## config.mk

```make
export PLATFORM = sky130hd
export DESIGN_NAME = multi_channel_square_wave_generator_unit
export DESIGN_NICKNAME = d
export VERILOG_FILES = /design/src/design/msw_pkg.sv /design/src/design/multi_channel_square_wave_generator_unit.sv /design/src/design/msw_div.sv /design/src/design/msw_dp.sv /design/src/design/msw_ctrl.sv
export VERILOG_INCLUDE_DIRS = /design/src /design/src/design
export SDC_FILE = /design/constraint.sdc
export NUM_CORES = 1
export LEC_CHECK = 0
export ABC_AREA = 1
export CORE_MARGIN = 1
export CORE_UTILIZATION = 25
export CTS_CLUSTER_SIZE = 16
export DETAILED_ROUTE_END_ITERATION = 6
export DONT_BUFFER_PORTS = 1
export PLACE_DENSITY = 0.49
export SYNTH_ARGS = -nofsm -noshare
export SYNTH_HDL_FRONTEND = slang
export SYNTH_SLANG_ARGS = --single-unit
```

## constraint.sdc

```tcl
create_clock -name clk -period 6.9 [get_ports clk]
set_input_delay 1.38 -clock clk [delete_from_list [all_inputs] [get_ports clk]]
set_output_delay 1.38 -clock clk [all_outputs]
set_load 0.03 [all_outputs]
```

## src/design/multi_channel_square_wave_generator_unit_macros.svh

```systemverilog
// assertion macros for the square-wave generator
// used by modules that check their own control logic; expects clk and rst_n in scope
`ifndef MULTI_CHANNEL_SQUARE_WAVE_GENERATOR_UNIT_MACROS_SVH
`define MULTI_CHANNEL_SQUARE_WAVE_GENERATOR_UNIT_MACROS_SVH

// same-cycle implication
`define MSW_ASSERT_NOW(label, ante, cons) \
  label: assert property (@(posedge clk) disable iff (!rst_n) (ante) |-> (cons)) \
    else $error("msw assertion failed");

// next-cycle implication
`define MSW_ASSERT_NXT(label, ante, cons) \
  label: assert property (@(posedge clk) disable iff (!rst_n) (ante) |=> (cons)) \
    else $error("msw assertion failed");

`endif

```

## src/design/msw_pkg.sv

```systemverilog
// shared types and constants of the square-wave generator
// no dependencies
`default_nettype none

package msw_pkg;

  localparam int OP_W   = 2;
  localparam int CH_W   = 4;
  localparam int FREQ_W = 16;
  localparam int HP_W   = 9;
  localparam int OUT_W  = 12;
  localparam int DIVD_W = 11;
  localparam int DIVS_W = 10;

  localparam logic [FREQ_W-1:0] FREQ_MAX  = 16'd500;
  localparam logic [DIVD_W-1:0] DIVD_BASE = 11'd1000;

  typedef enum logic [OP_W-1:0] {
    OP_TICK = 2'd0,
    OP_SET  = 2'd1,
    OP_STOP = 2'd2,
    OP_NONE = 2'd3
  } op_t;

  typedef enum logic [2:0] {
    S_IDLE,
    S_DECODE,
    S_DIV,
    S_SCAN,
    S_RESULT
  } state_t;

  typedef struct packed {
    logic load;
    logic apply;
    logic div_start;
    logic hp_write;
    logic scan_step;
    logic out_load;
  } cmd_t;

  typedef struct packed {
    op_t  op;
    logic fzero;
    logic div_done;
    logic scan_last;
  } sts_t;

endpackage

`default_nettype wire

```

## src/design/multi_channel_square_wave_generator_unit.sv

```systemverilog
// channel   ports                                         width
// input     in_valid in_stall in_opcode in_channel in_freq_hz  2/4/16
// result    out_valid out_stall out_levels out_toggled    12/12
//
// one item at a time; a tick passes through the decode, scan and result states,
// set with nonzero frequency through decode, the 11-step serial divider and result, other items decode and result
// the tick scan visits one channel per cycle through the phase and half-period registers
// reset clears all half-periods, phases and levels at once; no clearing pass
// a held result waits in the output register while the next item is accepted
// top level: joins controller and datapath; depends on msw_pkg, msw_ctrl, msw_dp
`default_nettype none

module multi_channel_square_wave_generator_unit #(
  parameter int CHANNELS = 12
) (
  input  wire                       clk,
  input  wire                       rst_n,
  input  wire                       in_valid,
  output logic                      in_stall,
  input  wire [msw_pkg::OP_W-1:0]   in_opcode,
  input  wire [msw_pkg::CH_W-1:0]   in_channel,
  input  wire [msw_pkg::FREQ_W-1:0] in_freq_hz,
  output logic                      out_valid,
  input  wire                       out_stall,
  output logic [msw_pkg::OUT_W-1:0] out_levels,
  output logic [msw_pkg::OUT_W-1:0] out_toggled
);
  import msw_pkg::*;

  cmd_t cmd;
  sts_t sts;

  msw_ctrl u_ctrl (
    .clk       (clk),
    .rst_n     (rst_n),
    .in_valid  (in_valid),
    .in_stall  (in_stall),
    .out_valid (out_valid),
    .out_stall (out_stall),
    .sts       (sts),
    .cmd       (cmd)
  );

  msw_dp #(
    .CHANNELS (CHANNELS)
  ) u_dp (
    .clk         (clk),
    .rst_n       (rst_n),
    .cmd         (cmd),
    .sts         (sts),
    .in_opcode   (in_opcode),
    .in_channel  (in_channel),
    .in_freq_hz  (in_freq_hz),
    .out_levels  (out_levels),
    .out_toggled (out_toggled)
  );

endmodule

`default_nettype wire

```

## src/design/msw_div.sv

```systemverilog
// restoring divider for the half-period, one quotient bit per cycle
// depends on msw_pkg
`default_nettype none

module msw_div (
  input  wire                       clk,
  input  wire                       rst_n,
  input  wire                       start,
  input  wire [msw_pkg::DIVD_W-1:0] dividend,
  input  wire [msw_pkg::DIVS_W-1:0] divisor,
  output logic                      busy,
  output logic [msw_pkg::HP_W-1:0]  quotient
);
  import msw_pkg::*;

  localparam int CNT_W = $clog2(DIVD_W + 1);

  logic [DIVD_W-1:0] rem_r, rem_nxt;
  logic [DIVD_W-1:0] quo_r, quo_nxt;
  logic [DIVS_W-1:0] dvs_r, dvs_nxt;
  logic [CNT_W-1:0]  cnt_r, cnt_nxt;
  logic              busy_r, busy_nxt;
  logic [DIVD_W-1:0] trial;
  logic              fits;

  always_comb begin
    trial    = {rem_r[DIVD_W-2:0], quo_r[DIVD_W-1]};
    fits     = trial >= {1'b0, dvs_r};
    rem_nxt  = rem_r;
    quo_nxt  = quo_r;
    dvs_nxt  = dvs_r;
    cnt_nxt  = cnt_r;
    busy_nxt = busy_r;
    if (start) begin
      rem_nxt  = '0;
      quo_nxt  = dividend;
      dvs_nxt  = divisor;
      cnt_nxt  = CNT_W'(DIVD_W);
      busy_nxt = 1'b1;
    end else if (busy_r) begin
      rem_nxt  = fits ? (trial - {1'b0, dvs_r}) : trial;
      quo_nxt  = {quo_r[DIVD_W-2:0], fits};
      cnt_nxt  = cnt_r - 1'b1;
      busy_nxt = (cnt_r != CNT_W'(1));
    end
  end

  always_ff @(posedge clk) begin
    if (!rst_n) begin
      busy_r <= 1'b0;
      cnt_r  <= '0;
    end else begin
      busy_r <= busy_nxt;
      cnt_r  <= cnt_nxt;
    end
    rem_r <= rem_nxt;
    quo_r <= quo_nxt;
    dvs_r <= dvs_nxt;
  end

  assign busy     = busy_r;
  assign quotient = quo_r[HP_W-1:0];

endmodule

`default_nettype wire

```

## src/design/msw_dp.sv

```systemverilog
// datapath: captured item, per-channel half-period and phase, levels, result registers
// depends on msw_pkg and msw_div
`default_nettype none

module msw_dp #(
  parameter int CHANNELS = 12
) (
  input  wire                       clk,
  input  wire                       rst_n,
  input  wire msw_pkg::cmd_t        cmd,
  output msw_pkg::sts_t             sts,
  input  wire [msw_pkg::OP_W-1:0]   in_opcode,
  input  wire [msw_pkg::CH_W-1:0]   in_channel,
  input  wire [msw_pkg::FREQ_W-1:0] in_freq_hz,
  output logic [msw_pkg::OUT_W-1:0] out_levels,
  output logic [msw_pkg::OUT_W-1:0] out_toggled
);
  import msw_pkg::*;

  localparam int CW = (CHANNELS > 1) ? $clog2(CHANNELS) : 1;

  op_t             op_r;
  logic [CW-1:0]   idx_r;
  logic            ch_ok_r;
  logic [HP_W-1:0] f_r;
  logic [CW-1:0]   sc_r;

  logic [HP_W-1:0]     hp_r [CHANNELS];
  logic [HP_W-1:0]     ph_r [CHANNELS];
  logic [CHANNELS-1:0] level_r;
  logic [CHANNELS-1:0] flips_r;
  logic [OUT_W-1:0]    lev_out_r, tog_out_r;

  logic                div_busy;
  logic [HP_W-1:0]     quo;
  logic [HP_W-1:0]     hp_sc, ph_inc;
  logic                sc_flip;
  logic [OUT_W-1:0]    lev_vis, tog_vis;

  msw_div u_div (
    .clk      (clk),
    .rst_n    (rst_n),
    .start    (cmd.div_start),
    .dividend (DIVD_BASE + DIVD_W'(f_r)),
    .divisor  ({f_r, 1'b0}),
    .busy     (div_busy),
    .quotient (quo)
  );

  assign hp_sc   = hp_r[sc_r];
  assign ph_inc  = ph_r[sc_r] + 1'b1;
  assign sc_flip = (hp_sc != '0) && (ph_inc >= hp_sc);

  for (genvar g = 0; g < OUT_W; g++) begin : g_vis
    if (g < CHANNELS) begin : g_on
      assign lev_vis[g] = level_r[g];
      assign tog_vis[g] = flips_r[g];
    end else begin : g_off
      assign lev_vis[g] = 1'b0;
      assign tog_vis[g] = 1'b0;
    end
  end

  always_ff @(posedge clk) begin
    if (cmd.load) begin
      op_r    <= op_t'(in_opcode);
      idx_r   <= CW'(in_channel);
      ch_ok_r <= (32'(in_channel) < CHANNELS);
      f_r     <= (in_freq_hz > FREQ_MAX) ? HP_W'(FREQ_MAX) : in_freq_hz[HP_W-1:0];
    end
    if (cmd.out_load) begin
      lev_out_r <= lev_vis;
      tog_out_r <= tog_vis;
    end
  end

  always_ff @(posedge clk) begin
    if (!rst_n) begin
      for (int i = 0; i < CHANNELS; i++) begin
        hp_r[i] <= '0;
        ph_r[i] <= '0;
      end
      level_r <= '0;
      flips_r <= '0;
      sc_r    <= '0;
    end else begin
      if (cmd.load) begin
        flips_r <= '0;
        sc_r    <= '0;
      end
      if (cmd.apply && ch_ok_r) begin
        unique case (op_r)
          OP_SET: begin
            if (f_r == '0) hp_r[idx_r] <= '0;
          end
          OP_STOP: begin
            hp_r[idx_r]    <= '0;
            level_r[idx_r] <= 1'b0;
          end
          OP_TICK, OP_NONE: ;
          default: ;
        endcase
      end
      if (cmd.hp_write && ch_ok_r) begin
        hp_r[idx_r] <= quo;
        ph_r[idx_r] <= '0;
      end
      if (cmd.scan_step) begin
        if (hp_sc != '0) ph_r[sc_r] <= sc_flip ? '0 : ph_inc;
        if (sc_flip) begin
          level_r[sc_r] <= ~level_r[sc_r];
          flips_r[sc_r] <= 1'b1;
        end
        sc_r <= sc_r + 1'b1;
      end
    end
  end

  assign sts.op        = op_r;
  assign sts.fzero     = (f_r == '0);
  assign sts.div_done  = !div_busy;
  assign sts.scan_last = (sc_r == CW'(CHANNELS - 1));

  assign out_levels  = lev_out_r;
  assign out_toggled = tog_out_r;

endmodule

`default_nettype wire

```

## src/design/msw_ctrl.sv

```systemverilog
// controller: item sequencing state machine and result valid
// depends on msw_pkg and the assertion macro header
`default_nettype none
`include "multi_channel_square_wave_generator_unit_macros.svh"

module msw_ctrl (
  input  wire                clk,
  input  wire                rst_n,
  input  wire                in_valid,
  output logic               in_stall,
  output logic               out_valid,
  input  wire                out_stall,
  input  wire msw_pkg::sts_t sts,
  output msw_pkg::cmd_t      cmd
);
  import msw_pkg::*;

  state_t state_r, state_nxt;
  logic   out_valid_r, out_valid_nxt;
  logic   accept;
  logic   out_free;

  assign accept   = in_valid && (state_r == S_IDLE);
  assign out_free = !out_valid_r || !out_stall;

  always_ff @(posedge clk) begin
    if (!rst_n) begin
      state_r     <= S_IDLE;
      out_valid_r <= 1'b0;
    end else begin
      state_r     <= state_nxt;
      out_valid_r <= out_valid_nxt;
    end
  end

  always_comb begin
    state_nxt = state_r;
    cmd       = '0;
    unique case (state_r)
      S_IDLE: begin
        if (accept) begin
          cmd.load  = 1'b1;
          state_nxt = S_DECODE;
        end
      end
      S_DECODE: begin
        priority if (sts.op == OP_TICK) begin
          state_nxt = S_SCAN;
        end else if (sts.op == OP_SET && !sts.fzero) begin
          cmd.div_start = 1'b1;
          state_nxt     = S_DIV;
        end else begin
          cmd.apply = 1'b1;
          state_nxt = S_RESULT;
        end
      end
      S_DIV: begin
        if (sts.div_done) begin
          cmd.hp_write = 1'b1;
          state_nxt    = S_RESULT;
        end
      end
      S_SCAN: begin
        cmd.scan_step = 1'b1;
        if (sts.scan_last) state_nxt = S_RESULT;
      end
      S_RESULT: begin
        if (out_free) begin
          cmd.out_load = 1'b1;
          state_nxt    = S_IDLE;
        end
      end
      default: state_nxt = S_IDLE;
    endcase
  end

  assign out_valid_nxt = cmd.out_load ? 1'b1 : (out_valid_r && out_stall);
  assign in_stall      = (state_r != S_IDLE);
  assign out_valid     = out_valid_r;

  `MSW_ASSERT_NXT(a_accept_decodes, accept, state_r == S_DECODE && in_stall)
  `MSW_ASSERT_NXT(a_result_shown, cmd.out_load, out_valid_r && state_r == S_IDLE)
  `MSW_ASSERT_NXT(a_scan_runs, state_r == S_SCAN && !sts.scan_last, state_r == S_SCAN)
  `MSW_ASSERT_NOW(a_no_overwrite, cmd.out_load, !out_valid_r || !out_stall)

endmodule

`default_nettype wire
```

==> run_results.csv <==
group,metric,value,unit
drt,dr.pass1.iters,5,
die,core,73600,µm²
yosys,synth_most_common_cell,"edfxtp_1",
worst_setup_path,endpoint_kind,"flop",
yosys,synthCells,1956,
timing,finalMaxSlewViolations,0,
final_layout,finalNetCount,1974,
clock_network,cts_max_path_buffers,3,
clock_network,path_clk_slew,60,ps
power_and_ir_drop,power_density,272,nW/µm²
timing,hold_viol_final,0,
power_and_ir_drop,p_total,5.73,mW
grt,gr-usage-all-layers,0.138,
min_path,min_path_type,"reg -> reg",
place,io_buffer_count,0,
yosys,synth_area_leaders,"edfxtp_1 (56%), nand2_1 (6.9%), nor2_1 (6.5%)",
worst_setup_path,worstSetupPathType,"reg -> reg",
power_and_ir_drop,leakagePower,7.57,nW
drt,drc,0,
yosys,syn-cell-area,18700,µm²
timing,post-route-period-util,0.709,
yosys,synth_edf_count,348,
timing,finalSetupTns,0,ps
clock_network,clock_sinks,399,
timing,worst_pin_slew,1160,ps
timing,fin_crit,4890,ps
final_layout,syn_to_final_growth,12.5,%
timing,slew_headroom,0.224,
die,die_y,276,µm
yosys,avgSynthCellArea,9.57,µm²
clock_network,post_cts_buffers,0,
final_layout,ff_latch_area,11500,µm²
final_layout,n_antenna_cell,0,
power_and_ir_drop,vdd_drop_max,177,µV
clock_network,root_buffer,"clkbuf_16",
clock_network,cts_buffers,46,
drt,ant_nets,0,
timing,rsz0062_at_grt,"no",
yosys,yosysTopAreaCellShare,0.558,
yosys,yosys.area.top_type,"edfxtp_1",
worst_setup_path,required,7290,ps
yosys,synth_commonest_cells,"edfxtp_1 (348), nand2_1 (345), nor2_1 (324)",
grt,grt_pass1_vias,13400,
clock_network,clock_latency,580,ps
timing,fmax,205,MHz
clock_network,cts_hold_buf,0,
grt,overflow,0,
worst_setup_path,critPathArrivalTime,5280,ps
grt,antenna_found_initial,1,
yosys,syn-num-nets,2009,
final_layout,multi_input_area,5940,µm²
yosys,post_synth_num_cell_types,46,
worst_setup_path,path_max_fanout,62,
drt,wire_per_inst,18.0,µm
final_layout,final_core_util,0.286,
yosys,synth_top_flop_cell,"edfxtp_1",
die,initial_core_util,0.255,
place,place.gp.congestion,0.881,
drt,wl,52400,µm
die,ioPinCount,52,
final_layout,fillers,7781,
die,fp.dieArea,76000,µm²
worst_setup_path,critPathLaunchType,"flop",
outcome,status,"complete, no violations",
timing,skew,19.9,ps
flow_run,timing.max_cap.violations,0,
place,dp_hpwl,33100,µm
die,die_w,276,µm
yosys,ys_ff_latch,399,
yosys,yosys_warnings,0,
die,rows,99,
yosys,yosysSeqAreaShare,0.613,
clock_network,cts_resized,0,
yosys,async_flop_share,0,
drt,vias_per_cell,4.71,
drt,drt_iter0_markers,1135,
grt,grt_max_degree,156,
timing,setup_violations,0,
clock_network,htreeDepth,2,
drt,vias,13700,
grt,grt_first_pass_wirelength,80400,µm
final_layout,layout-drive-gt1-share,0.0634,
clock_network,tritoncts,"built",
power breakdown:
group          leakage (nW)  switching (mW)  internal (mW)
clock network         0.727            1.01           1.40
logic                  3.07           0.375          0.145
registers              3.77          0.0722           2.73
total                  7.57            1.45           4.28
cell type report:
class | count | area share
clock buffer | 62 | 0.0599
clock inverter | 22 | 0.0105
multi-input combinational | 1255 | 0.282
sequential | 399 | 0.545
timing repair buffer | 33 | 0.0129
tap | 959 | 0.0569
inverter | 186 | 0.0333
per-layer routing:
metal / vias up / wire length [µm] / track usage
li1: 6570 / - / -
met3: 82 / 3220 / 0.0232
met4: 0 / 1350 / 0.0416
met2: 442 / 23800 / 0.220
met5: - / 0 / 0
met1: 6631 / 24100 / 0.191
kinds of logic after synthesis:
family                     count (synthesis)  synth area share
buffers and inverters                    302            0.0703
AOI/OAI and AO/OA                        261            0.0794
DFF                                      399             0.613
xor gates and xnor gates                  13           0.00608
adders and majority gates                 27            0.0184
and+or+nand+nor                          954             0.213
sequential cells by signal, indices dropped and copies added, names as in the netlist, named ones only:
name,flops
u_dp.f_r,9
u_dp.hp_r,144
u_dp.u_div.dvs_r,9
u_dp.op_r,2
u_dp.idx_r,4
u_dp.u_div.rem_r,10
u_ctrl.state_r,3
u_dp.lev_vis,12
u_dp.sc_r,4
u_dp.u_div.quo_r,11
u_dp.ph_r,144
u_dp.ch_ok_r,1
u_ctrl.out_valid,1
u_dp.u_div.cnt_r,4
u_dp.out_toggled,12
u_dp.out_levels,12
u_dp.flips_r,12
u_dp.u_div.busy,1
placed cells by master (no fill, tap or decap), types with 46 or more instances in the layout:
cell       instances
nand3_1          137
inv_1            168
edfxtp_1         348
nor2_1           323
nand2_1          345
nor3_1           126
dfxtp_1           49
a21oi_1           54
clkbuf_16         46
o21ai_0          118
critical path, stage by stage, from the launching register on:
cell and delay, ps:
dfxtp_2 330, clkinv_2 770, buf_4 530, nor2_1 110
o21ai_0 80, nand3_1 100, nand3_1 80, nand2_1 130
ha_1 200, inv_1 80, nor2_2 160, xnor2_1 150
inv_1 110, ha_1 320, a21oi_1 130, o21ai_0 110
nand2_1 70, o2111ai_1 150, nand2_4 190, nand3_1 510
nor3_1 360
per-stage QoR:
| stage | cells | hold WS [ps] | area, µm² | setup WS (ps) |
|---|---|---|---|---|
| floorplan | 1956 | 409 | 18700 | 3220 |
| global placement | 2832 | 421 | 19600 | 2100 |
| detailed placement | 2832 | 414 | 19600 | 2010 |
| CTS | 2916 | 436 | 21100 | 1990 |
| global route | 2916 | 441 | 21100 | 1600 |
| finish | 2916 | 430 | 21100 | 2010 |
path summary, 6_finish.rpt:
| path | start | end | slack, ps | depth (start not counted) |
|---|---|---|---|---|
| min | u_dp.flips_r[1] | u_dp.out_toggled[1] | 430 | 0 |
| max | flop | u_dp.ph_r[4][8] | 2010 | 20 |
| min reg2reg | u_dp.flips_r[1] | u_dp.out_toggled[1] | 430 | 0 |
| max reg2reg | flop | u_dp.ph_r[4][8] | 2010 | 20 |
Note: power is estimated with default switching activity, not from simulation.
